==> src/sv/sfd_pkg.sv <==
`timescale 1ns / 1ps

package sfd_pkg;

	localparam int LONG_FRAME_LEN  = 4100;
	localparam int SHORT_FRAME_LEN = 32;

	localparam int POS_W = 13;

	localparam logic [2:0] KIND_ACCEL_SAMPLE = 3'd0;
	localparam logic [2:0] KIND_INCL_SAMPLE  = 3'd1;
	localparam logic [2:0] KIND_EVENT        = 3'd2;
	localparam logic [2:0] KIND_ACCEL_OK     = 3'd3;
	localparam logic [2:0] KIND_INCL_OK      = 3'd4;
	localparam logic [2:0] KIND_BAD_FOOTER   = 3'd5;
	localparam logic [2:0] KIND_UNKNOWN      = 3'd6;
	localparam logic [2:0] KIND_INCOMPLETE   = 3'd7;

	typedef struct packed {
		logic [7:0] data_byte;
		logic       end_of_buffer;
	} byte_item_t;

	typedef struct packed {
		logic [2:0]         record_kind;
		logic signed [15:0] sample_x;
		logic signed [15:0] sample_y;
		logic signed [15:0] sample_z;
		logic [15:0]        event_id;
		logic [47:0]        start_stamp;
		logic [47:0]        end_stamp;
		logic [15:0]        temperature_raw;
		logic               ff_run_seen;
		logic               last_of_run;
	} rec_item_t;

	typedef struct packed {
		logic [1:0] count;
		rec_item_t  first;
		rec_item_t  second;
	} rec_push_t;

endpackage

==> src/sv/sfd_parser.sv <==
`timescale 1ns / 1ps

module sfd_parser import sfd_pkg::*; (
	input  logic       clk,
	input  logic       arst_n,
	input  logic       byte_valid,
	output logic       byte_stall,
	input  byte_item_t byte_item,
	input  logic       room,
	output rec_push_t  push
);

	localparam logic [2:0] FT_NONE  = 3'd0;
	localparam logic [2:0] FT_EVENT = 3'd1;
	localparam logic [2:0] FT_ACCEL = 3'd2;
	localparam logic [2:0] FT_INCL  = 3'd3;
	localparam logic [2:0] FT_SKIP  = 3'd4;

	localparam logic [POS_W-1:0] POS_LAST_LONG  = POS_W'(LONG_FRAME_LEN - 1);
	localparam logic [POS_W-1:0] POS_TEMP_HI    = POS_W'(LONG_FRAME_LEN - 5);
	localparam logic [POS_W-1:0] POS_TEMP_LO    = POS_W'(LONG_FRAME_LEN - 4);
	localparam logic [POS_W-1:0] POS_LAST_SHORT = POS_W'(SHORT_FRAME_LEN - 1);
	localparam bit               SAMPLES_ON     = (LONG_FRAME_LEN >= 20);

	byte_item_t        item_s1;
	logic              valid_s1;
	logic              advance;

	logic [POS_W-1:0]  pos_q;
	logic [2:0]        ftype_q;
	logic [23:0]       recent_q;
	logic [39:0]       gather_q;
	logic [2:0]        ffc_q;
	logic              fflag_q;
	logic [15:0]       event_q;
	logic [47:0]       start_q;
	logic [47:0]       end_q;
	logic [15:0]       temp_q;
	logic [2:0]        ph6_q;

	logic [7:0]        b;
	logic [23:0]       recent_n;
	logic [39:0]       gather_n;
	logic [2:0]        ffc_n;
	logic              fflag_n;
	logic [2:0]        ft_cur;
	logic [15:0]       event_n;
	logic [47:0]       start_n;
	logic [47:0]       end_n;
	logic [15:0]       temp_n;
	logic [2:0]        ph6_n;
	logic [POS_W-1:0]  pos_n;
	logic [2:0]        ftype_n;
	logic              done;
	logic              main_hit;
	logic              inc_hit;
	logic              in_window;
	rec_item_t         main_rec;
	rec_item_t         inc_rec;

	assign advance    = valid_s1 & room;
	assign byte_stall = valid_s1 & ~room;

	always_ff @(posedge clk or negedge arst_n) begin
		if (!arst_n) begin
			valid_s1 <= 1'b0;
		end else if (byte_valid && !byte_stall) begin
			valid_s1 <= 1'b1;
		end else if (advance) begin
			valid_s1 <= 1'b0;
		end
	end

	always_ff @(posedge clk) begin
		if (byte_valid && !byte_stall) begin
			item_s1 <= byte_item;
		end
	end

	always_comb begin
		b        = item_s1.data_byte;
		recent_n = {recent_q[15:0], b};
		gather_n = {gather_q[31:0], b};
		event_n  = event_q;
		start_n  = start_q;
		end_n    = end_q;
		temp_n   = temp_q;
		done     = 1'b0;
		main_hit = 1'b0;
		main_rec = '0;
		inc_rec  = '0;

		if (b == 8'hFF) begin
			if (pos_q == '0) begin
				ffc_n = 3'd1;
			end else begin
				ffc_n = (ffc_q < 3'd6) ? ffc_q + 3'd1 : 3'd6;
			end
		end else begin
			ffc_n = 3'd0;
		end
		fflag_n = ((pos_q == '0) ? 1'b0 : fflag_q) | (ffc_n >= 3'd6);

		if (pos_q == POS_W'(2)) begin
			if (recent_n[23:8] == 16'hAABB) begin
				ft_cur = FT_EVENT;
			end else if (recent_n == 24'hCCDDFF) begin
				ft_cur = FT_ACCEL;
			end else if (recent_n == 24'hEEFFFF) begin
				ft_cur = FT_INCL;
			end else begin
				ft_cur = FT_SKIP;
			end
		end else if (pos_q == '0) begin
			ft_cur = FT_NONE;
		end else begin
			ft_cur = ftype_q;
		end

		if (pos_q == POS_W'(2)) begin
			ph6_n = 3'd0;
		end else begin
			ph6_n = (ph6_q == 3'd5) ? 3'd0 : ph6_q + 3'd1;
		end

		in_window = SAMPLES_ON && (pos_q >= POS_W'(3)) && (pos_q < POS_TEMP_HI);

		case (ft_cur)
			FT_EVENT: begin
				if (pos_q == POS_W'(2) || pos_q == POS_W'(3)) begin
					event_n = {event_q[7:0], b};
				end
				if (pos_q >= POS_W'(20) && pos_q <= POS_W'(25)) begin
					start_n = {start_q[39:0], b};
				end
				if (pos_q >= POS_W'(26) && pos_q <= POS_W'(31)) begin
					end_n = {end_q[39:0], b};
				end
				if (pos_q == POS_LAST_SHORT) begin
					main_hit             = 1'b1;
					main_rec.record_kind = KIND_EVENT;
					main_rec.event_id    = event_n;
					main_rec.start_stamp = start_n;
					main_rec.end_stamp   = end_n;
					done                 = 1'b1;
				end
			end
			FT_ACCEL, FT_INCL: begin
				if (in_window) begin
					if (ft_cur == FT_ACCEL && ph6_q == 3'd5) begin
						main_hit             = 1'b1;
						main_rec.record_kind = KIND_ACCEL_SAMPLE;
						main_rec.sample_x    = gather_q[39:24];
						main_rec.sample_y    = gather_q[23:8];
						main_rec.sample_z    = {gather_q[7:0], b};
					end else if (ft_cur == FT_INCL && pos_q[1:0] == 2'd2) begin
						main_hit             = 1'b1;
						main_rec.record_kind = KIND_INCL_SAMPLE;
						main_rec.sample_x    = {gather_q[15:8], gather_q[23:16]};
						main_rec.sample_y    = {b, gather_q[7:0]};
					end
				end
				if (pos_q == POS_TEMP_HI || pos_q == POS_TEMP_LO) begin
					temp_n = {temp_q[7:0], b};
				end
				if (pos_q == POS_LAST_LONG) begin
					main_hit = 1'b1;
					done     = 1'b1;
					if (ft_cur == FT_ACCEL && recent_n == 24'hFFEEFF) begin
						main_rec.record_kind     = KIND_ACCEL_OK;
						main_rec.temperature_raw = temp_n;
						main_rec.ff_run_seen     = fflag_n;
					end else if (ft_cur == FT_INCL && recent_n == 24'hFFCCDD) begin
						main_rec.record_kind = KIND_INCL_OK;
					end else begin
						main_rec.record_kind = KIND_BAD_FOOTER;
					end
				end
			end
			FT_SKIP: begin
				if (pos_q == POS_W'(2)) begin
					main_hit             = 1'b1;
					main_rec.record_kind = KIND_UNKNOWN;
				end
				if (pos_q == POS_LAST_LONG) begin
					done = 1'b1;
				end
			end
			default: begin
			end
		endcase

		if (done) begin
			pos_n   = '0;
			ftype_n = FT_NONE;
		end else begin
			pos_n   = pos_q + POS_W'(1);
			ftype_n = ft_cur;
		end

		inc_hit = item_s1.end_of_buffer && (pos_n != '0) && (ftype_n != FT_SKIP);
		if (item_s1.end_of_buffer) begin
			pos_n   = '0;
			ftype_n = FT_NONE;
		end

		inc_rec.record_kind = KIND_INCOMPLETE;
		inc_rec.last_of_run = 1'b1;
		main_rec.last_of_run = ~inc_hit;

		push = '0;
		if (advance) begin
			if (main_hit) begin
				push.first  = main_rec;
				push.second = inc_rec;
				push.count  = inc_hit ? 2'd2 : 2'd1;
			end else if (inc_hit) begin
				push.first = inc_rec;
				push.count = 2'd1;
			end
		end
	end

	always_ff @(posedge clk or negedge arst_n) begin
		if (!arst_n) begin
			pos_q    <= '0;
			ftype_q  <= FT_NONE;
			recent_q <= '0;
			gather_q <= '0;
			ffc_q    <= '0;
			fflag_q  <= 1'b0;
			event_q  <= '0;
			start_q  <= '0;
			end_q    <= '0;
			temp_q   <= '0;
			ph6_q    <= '0;
		end else if (advance) begin
			pos_q    <= pos_n;
			ftype_q  <= ftype_n;
			recent_q <= recent_n;
			gather_q <= gather_n;
			ffc_q    <= ffc_n;
			fflag_q  <= fflag_n;
			event_q  <= event_n;
			start_q  <= start_n;
			end_q    <= end_n;
			temp_q   <= temp_n;
			ph6_q    <= ph6_n;
		end
	end

endmodule

==> src/sv/sfd_result_fifo.sv <==
`timescale 1ns / 1ps

module sfd_result_fifo import sfd_pkg::*; (
	input  logic      clk,
	input  logic      arst_n,
	input  rec_push_t push,
	output logic      room,
	output logic      rec_valid,
	input  logic      rec_stall,
	output rec_item_t rec_item
);

	rec_item_t  mem_q [4];
	logic [1:0] wr_q;
	logic [1:0] rd_q;
	logic [2:0] cnt_q;
	logic       pop;
	logic [1:0] wr_next;

	assign rec_valid = (cnt_q != 3'd0);
	assign rec_item  = mem_q[rd_q];
	assign pop       = rec_valid & ~rec_stall;
	assign room      = (cnt_q <= 3'd2);
	assign wr_next   = wr_q + 2'd1;

	always_ff @(posedge clk) begin
		if (push.count != 2'd0) begin
			mem_q[wr_q] <= push.first;
		end
		if (push.count == 2'd2) begin
			mem_q[wr_next] <= push.second;
		end
	end

	always_ff @(posedge clk or negedge arst_n) begin
		if (!arst_n) begin
			wr_q  <= '0;
			rd_q  <= '0;
			cnt_q <= '0;
		end else begin
			wr_q  <= wr_q + push.count;
			rd_q  <= rd_q + {1'b0, pop};
			cnt_q <= cnt_q + {1'b0, push.count} - {2'b00, pop};
		end
	end

endmodule

==> src/sv/sensor_frame_deframer_top.sv <==
`timescale 1ns / 1ps

// frame deframer: one byte item is taken per clock when the record queue has room for
// two records; a byte is registered in the input stage and its records in the queue,
// the rate is set by the single record port, which drains one record per cycle unless
// stalled; a byte closing a sample at end of buffer pushes two records. no reset sweep
module sensor_frame_deframer_top import sfd_pkg::*; (
	input  logic       clk,
	input  logic       arst_n,
	input  logic       byte_valid,
	output logic       byte_stall,
	input  byte_item_t byte_item,
	output logic       rec_valid,
	input  logic       rec_stall,
	output rec_item_t  rec_item
);

	rec_push_t push;
	logic      room;

	sfd_parser u_parser (
		.clk        (clk),
		.arst_n     (arst_n),
		.byte_valid (byte_valid),
		.byte_stall (byte_stall),
		.byte_item  (byte_item),
		.room       (room),
		.push       (push)
	);

	sfd_result_fifo u_fifo (
		.clk       (clk),
		.arst_n    (arst_n),
		.push      (push),
		.room      (room),
		.rec_valid (rec_valid),
		.rec_stall (rec_stall),
		.rec_item  (rec_item)
	);

endmodule

==> config.mk <==
export PLATFORM = sky130hd
export DESIGN_NAME = sensor_frame_deframer_top
export DESIGN_NICKNAME = d
export VERILOG_FILES = /design/src/sv/sfd_pkg.sv /design/src/sv/sfd_parser.sv /design/src/sv/sfd_result_fifo.sv /design/src/sv/sensor_frame_deframer_top.sv
export SDC_FILE = /design/constraint.sdc
export NUM_CORES = 2
export LEC_CHECK = 0
export ABC_AREA = 0
export ABC_CLOCK_PERIOD_IN_PS = 5820
export BUFFER_PORTS_ARGS = -buffer_cell sky130_fd_sc_hd__buf_2
export CORE_MARGIN = 4
export CORE_UTILIZATION = 55
export CTS_CLUSTER_SIZE = 28
export DETAILED_ROUTE_END_ITERATION = 8
export GPL_ROUTABILITY_DRIVEN = 1
export HOLD_SLACK_MARGIN = 0.15
export PLACE_DENSITY = 0.73
export SETUP_SLACK_MARGIN = 0.2
export SLEW_MARGIN = 25
export SYNTH_ARGS = -nofsm -noshare
export SYNTH_HDL_FRONTEND = slang
export SYNTH_SLANG_ARGS = --single-unit
==> constraint.sdc <==
create_clock -name clk -period 5.82 [get_ports clk]
set_input_delay 0.291 -clock clk [delete_from_list [all_inputs] [get_ports clk]]
set_output_delay 0.291 -clock clk [all_outputs]
set_load 0.005 [all_outputs]
==> metrics.cfg <==
[grt]
use_met2_pct = 45.69
grt_max_degree = 122
grtUsageTotal_pct = 27.50
grt_busiest_layer = met2
grt.overflow.total = 0
met1_usage_pct = 36.94
grt_pass1_vias = 27730
grt_pass1_wl_um = 155600
antenna_found_initial = 2
use_met3_pct = 4.342

[detailed_routing]
drc = 0
wl_per_cell_um = 21.42
detail-route-antenna-nets = 0
vias_per_cell = 6.006
first_iter_violations = 2621
num_vias = 27680
routed_wl_um = 98720
first_pass_iters = 6

[die]
die_width_um = 267
io_pins = 196
coreArea_mm2 = 0.06610
die_area_mm2 = 0.07129
placementRows = 94
fp.dieH_um = 267
initial_core_util_pct = 55.82

[cts]
cts_tree = done
clock_path_buffers = 3
ctsRootBufferMaster = clkbuf_16
post_cts_buffers = 0
worst_skew_pair.late_latency_ns = 0.64
cts.sinks = 932
htree_num_levels = 3
cts.reportedPaths.clkPinSlew_ns = 0.06
cts_resized = 0
cts_buffers = 92

[yosys]
syn-cell-area_mm2 = 0.03690
ys_warn_count = 0
syn_avg_cell_area_um2 = 10.29
async_flop_share_pct = 21.35
synthDominantCellAreaShare_pct = 38.42
synth_top_area_cell = dfxtp_1
ys_seq_area_share_pct = 53.95
synth-edff-count = 25
synth_cell_type_count = 70
synthTopCellsByArea = dfxtp_1, dfrtp_1, mux4_2
syn_inst = 3586
syn_nets = 3609
synth_ff_type = dfxtp_1
ys_ff_latch = 932

[worst_setup_path]
path_class = flip-flop to flip-flop
cp-end-kind = flip-flop
arrival_ns = 5.34
startpoint_type = flip-flop
reg2reg_to = u_fifo.mem_q[0][108]
reg2reg_slack_ns = 0.97
cp_max_fo = 59
reg2reg_depth = 12
required_ns = 6.31
r2r_start = u_parser.pos_q[3]

[pwr]
clkPwrFrac_pct = 38.2
internal-power_mw = 11.10
powerDensity_mw_per_mm2 = 379.3
power.switching_mw = 4.729
irDropWorstVdd_uv = 593.1
p_comb_share_pct = 17.4
static-leakage-power_nw = 16.72
netSwitchingFraction_pct = 29.88
pwr-share-seq_pct = 44.5

[timing]
tns_ns = 0
fin_skew_ns = 0.01955
maxSlewViolCount = 0
setup_violations = 0
finalCriticalPeriod_ns = 4.855
fmax_mhz = 206.0
rsz0062_at_grt = false
relSlewSlack_pct = 28.10
finalCritPeriodShare_pct = 83.41
hold_violations = 0
worst_pin_slew_ns = 1.077

[status]
status = finished clean

[final_layout]
final_layout_size_suffix_gt1_share_pct = 18.43
area_growth_syn_to_layout_pct = 13.07
utilization_pct = 63.11
fin_nets = 3688

[placement]
place_hpwl_um = 58560
gp_congestion = 0.8855
io_buffers = 195

[min_path]
hp-class = input port to async pin

[run]
maxCapViolCount = 0

[cell usage in the layout (no fill, tap or decap), types with 8 or more instances in the layout]
master	n
mux4_2	181
or3_1	9
a22oi_1	33
nand3_1	14
mux2i_1	129
edfxtp_1	25
dfxtp_1	708
o22ai_1	15
buf_4	40
a211oi_1	10
dlygate4sd3_1	11
o21ai_0	555
a22o_1	67
mux2_2	78
nand2b_1	9
inv_1	14
clkbuf_8	18
o21ai_1	109
nor4_1	10
clkinv_2	19
buf_12	13
nor2_1	32
a21oi_1	14
ha_1	9
nand4_1	10
buf_2	194
nand2_1	958
dfrtp_1	197
xnor2_1	8
clkbuf_1	27
clkbuf_16	96
nor3_1	12
o31ai_1	10
[Yosys cell counts (all sizes together) (25+ instances only)]
master,number
clkbuf,189
mux2i,129
mux4,181
a22oi,33
mux2,84
edfxtp,25
a22o,67
o21ai,664
buf,85
dfrtp,199
nand2,966
nor2,40
dfxtp,708
[sequential cells by signal (all words and copies together), names as in the netlist]
name	count
u_fifo.mem_q	724
u_parser.end_q	48
u_parser.start_q	48
u_parser.gather_q	40
u_parser.event_q	16
u_parser.temp_q	16
u_parser.pos_q	13
u_parser.b	8
u_fifo.cnt_q	3
u_parser.ffc_q	3
u_parser.ftype_q	3
u_parser.ph6_q	3
u_fifo.rd_q	2
u_fifo.wr_q	2
u_parser.fflag_q	1
u_parser.item_s1	1
u_parser.valid_s1	1
[metal layers]
layer | share of wire [%] | up-vias | routed length (um)
li1 | - | 12760 | -
met1 | 42 | 13740 | 41850
met2 | 48 | 966 | 47320
met3 | 6.2 | 214 | 6166
met4 | 3.4 | 0 | 3389
met5 | 0 | - | 0
[per-stage QoR]
stage	setup slack, ns	power (mW)	hold slack [ns]	instances	instance area, um2
after floorplan	1.794	8.993	-0.004591	3586	36900
after global placement	1.194	9.875	0.3753	4424	38500
after detailed placement	1.119	9.905	0.3839	4424	38500
after CTS	1.057	15.90	0.2254	4607	41710
after global routing	0.6619	16.40	0.2442	4607	41710
final	0.9653	15.82	0.2488	4609	41720
[power by group through the flow]
stage	Clock, mW	Sequential [mW]	Combinational [mW]
finish	6.04	7.04	2.75
global placement	0	7.15	2.73
CTS	6.12	7.03	2.76
detailed placement	0	7.16	2.74
global route	6.37	7.07	2.96
floorplan	0	6.88	2.11
[layout make-up]
class,count,area (um2)
antenna,2,5.005
sequential,932,19910
inverter,14,52.55
clock inverter,32,362.8
clock buffer,140,2738
timing repair buffer,259,1655
fill,5322,24380
multi-input combinational,2366,15910
tap,864,1081
[worst max path at each step]
stage,startpoint,slack (ns),endpoint,depth (start not counted)
finish,u_parser.pos_q[3],0.97,u_fifo.mem_q[0][108],12
global route,u_parser.pos_q[3],0.66,u_fifo.mem_q[2][112],12
CTS,u_parser.pos_q[3],1.06,u_fifo.mem_q[2][111],12
detailed placement,u_parser.pos_q[3],1.12,u_fifo.mem_q[2][111],12
global placement,u_parser.pos_q[4],1.19,u_fifo.mem_q[2][110],12
floorplan,u_parser.pos_q[1],1.79,u_fifo.mem_q[2][0],16
[cell families (layout without fill, tap and decap cells)]
family / Yosys count / after routing / share of synthesized area [%]
AND/OR/NAND/NOR: 1114 / 1114 / 12.36
flip-flops: 932 / 932 / 53.95
AO/OA/AOI/OAI: 838 / 838 / 12.78
multiplexers: 394 / 394 / 17.11
buffers and inverters: 288 / 445 / 3.201
adder cells (fa/ha/maj): 10 / 10 / 0.3595
XOR/XNOR: 10 / 10 / 0.2374
other: 0 / 2 / 0
[timing repair]
action | in CTS | in global routing
hold buffers | 11 | 0
hold endpoints to repair | 88 | 0
setup endpoints to repair | 0 | 0
[worst max-delay path: stages, from the launching register on]
cell and delay [ns]:
dfrtp_1 0.52, nor3_1 0.52, nand4_1 0.32, and2_1 0.28
or4_4 0.47, and2_1 0.16, o31ai_1 0.24, ha_1 0.32
o21ai_0 0.44, nor2_1 0.22, nand2_4 0.59, buf_12 0.38
o21ai_0 0.18
Note: power is estimated with default switching activity, not from simulation.
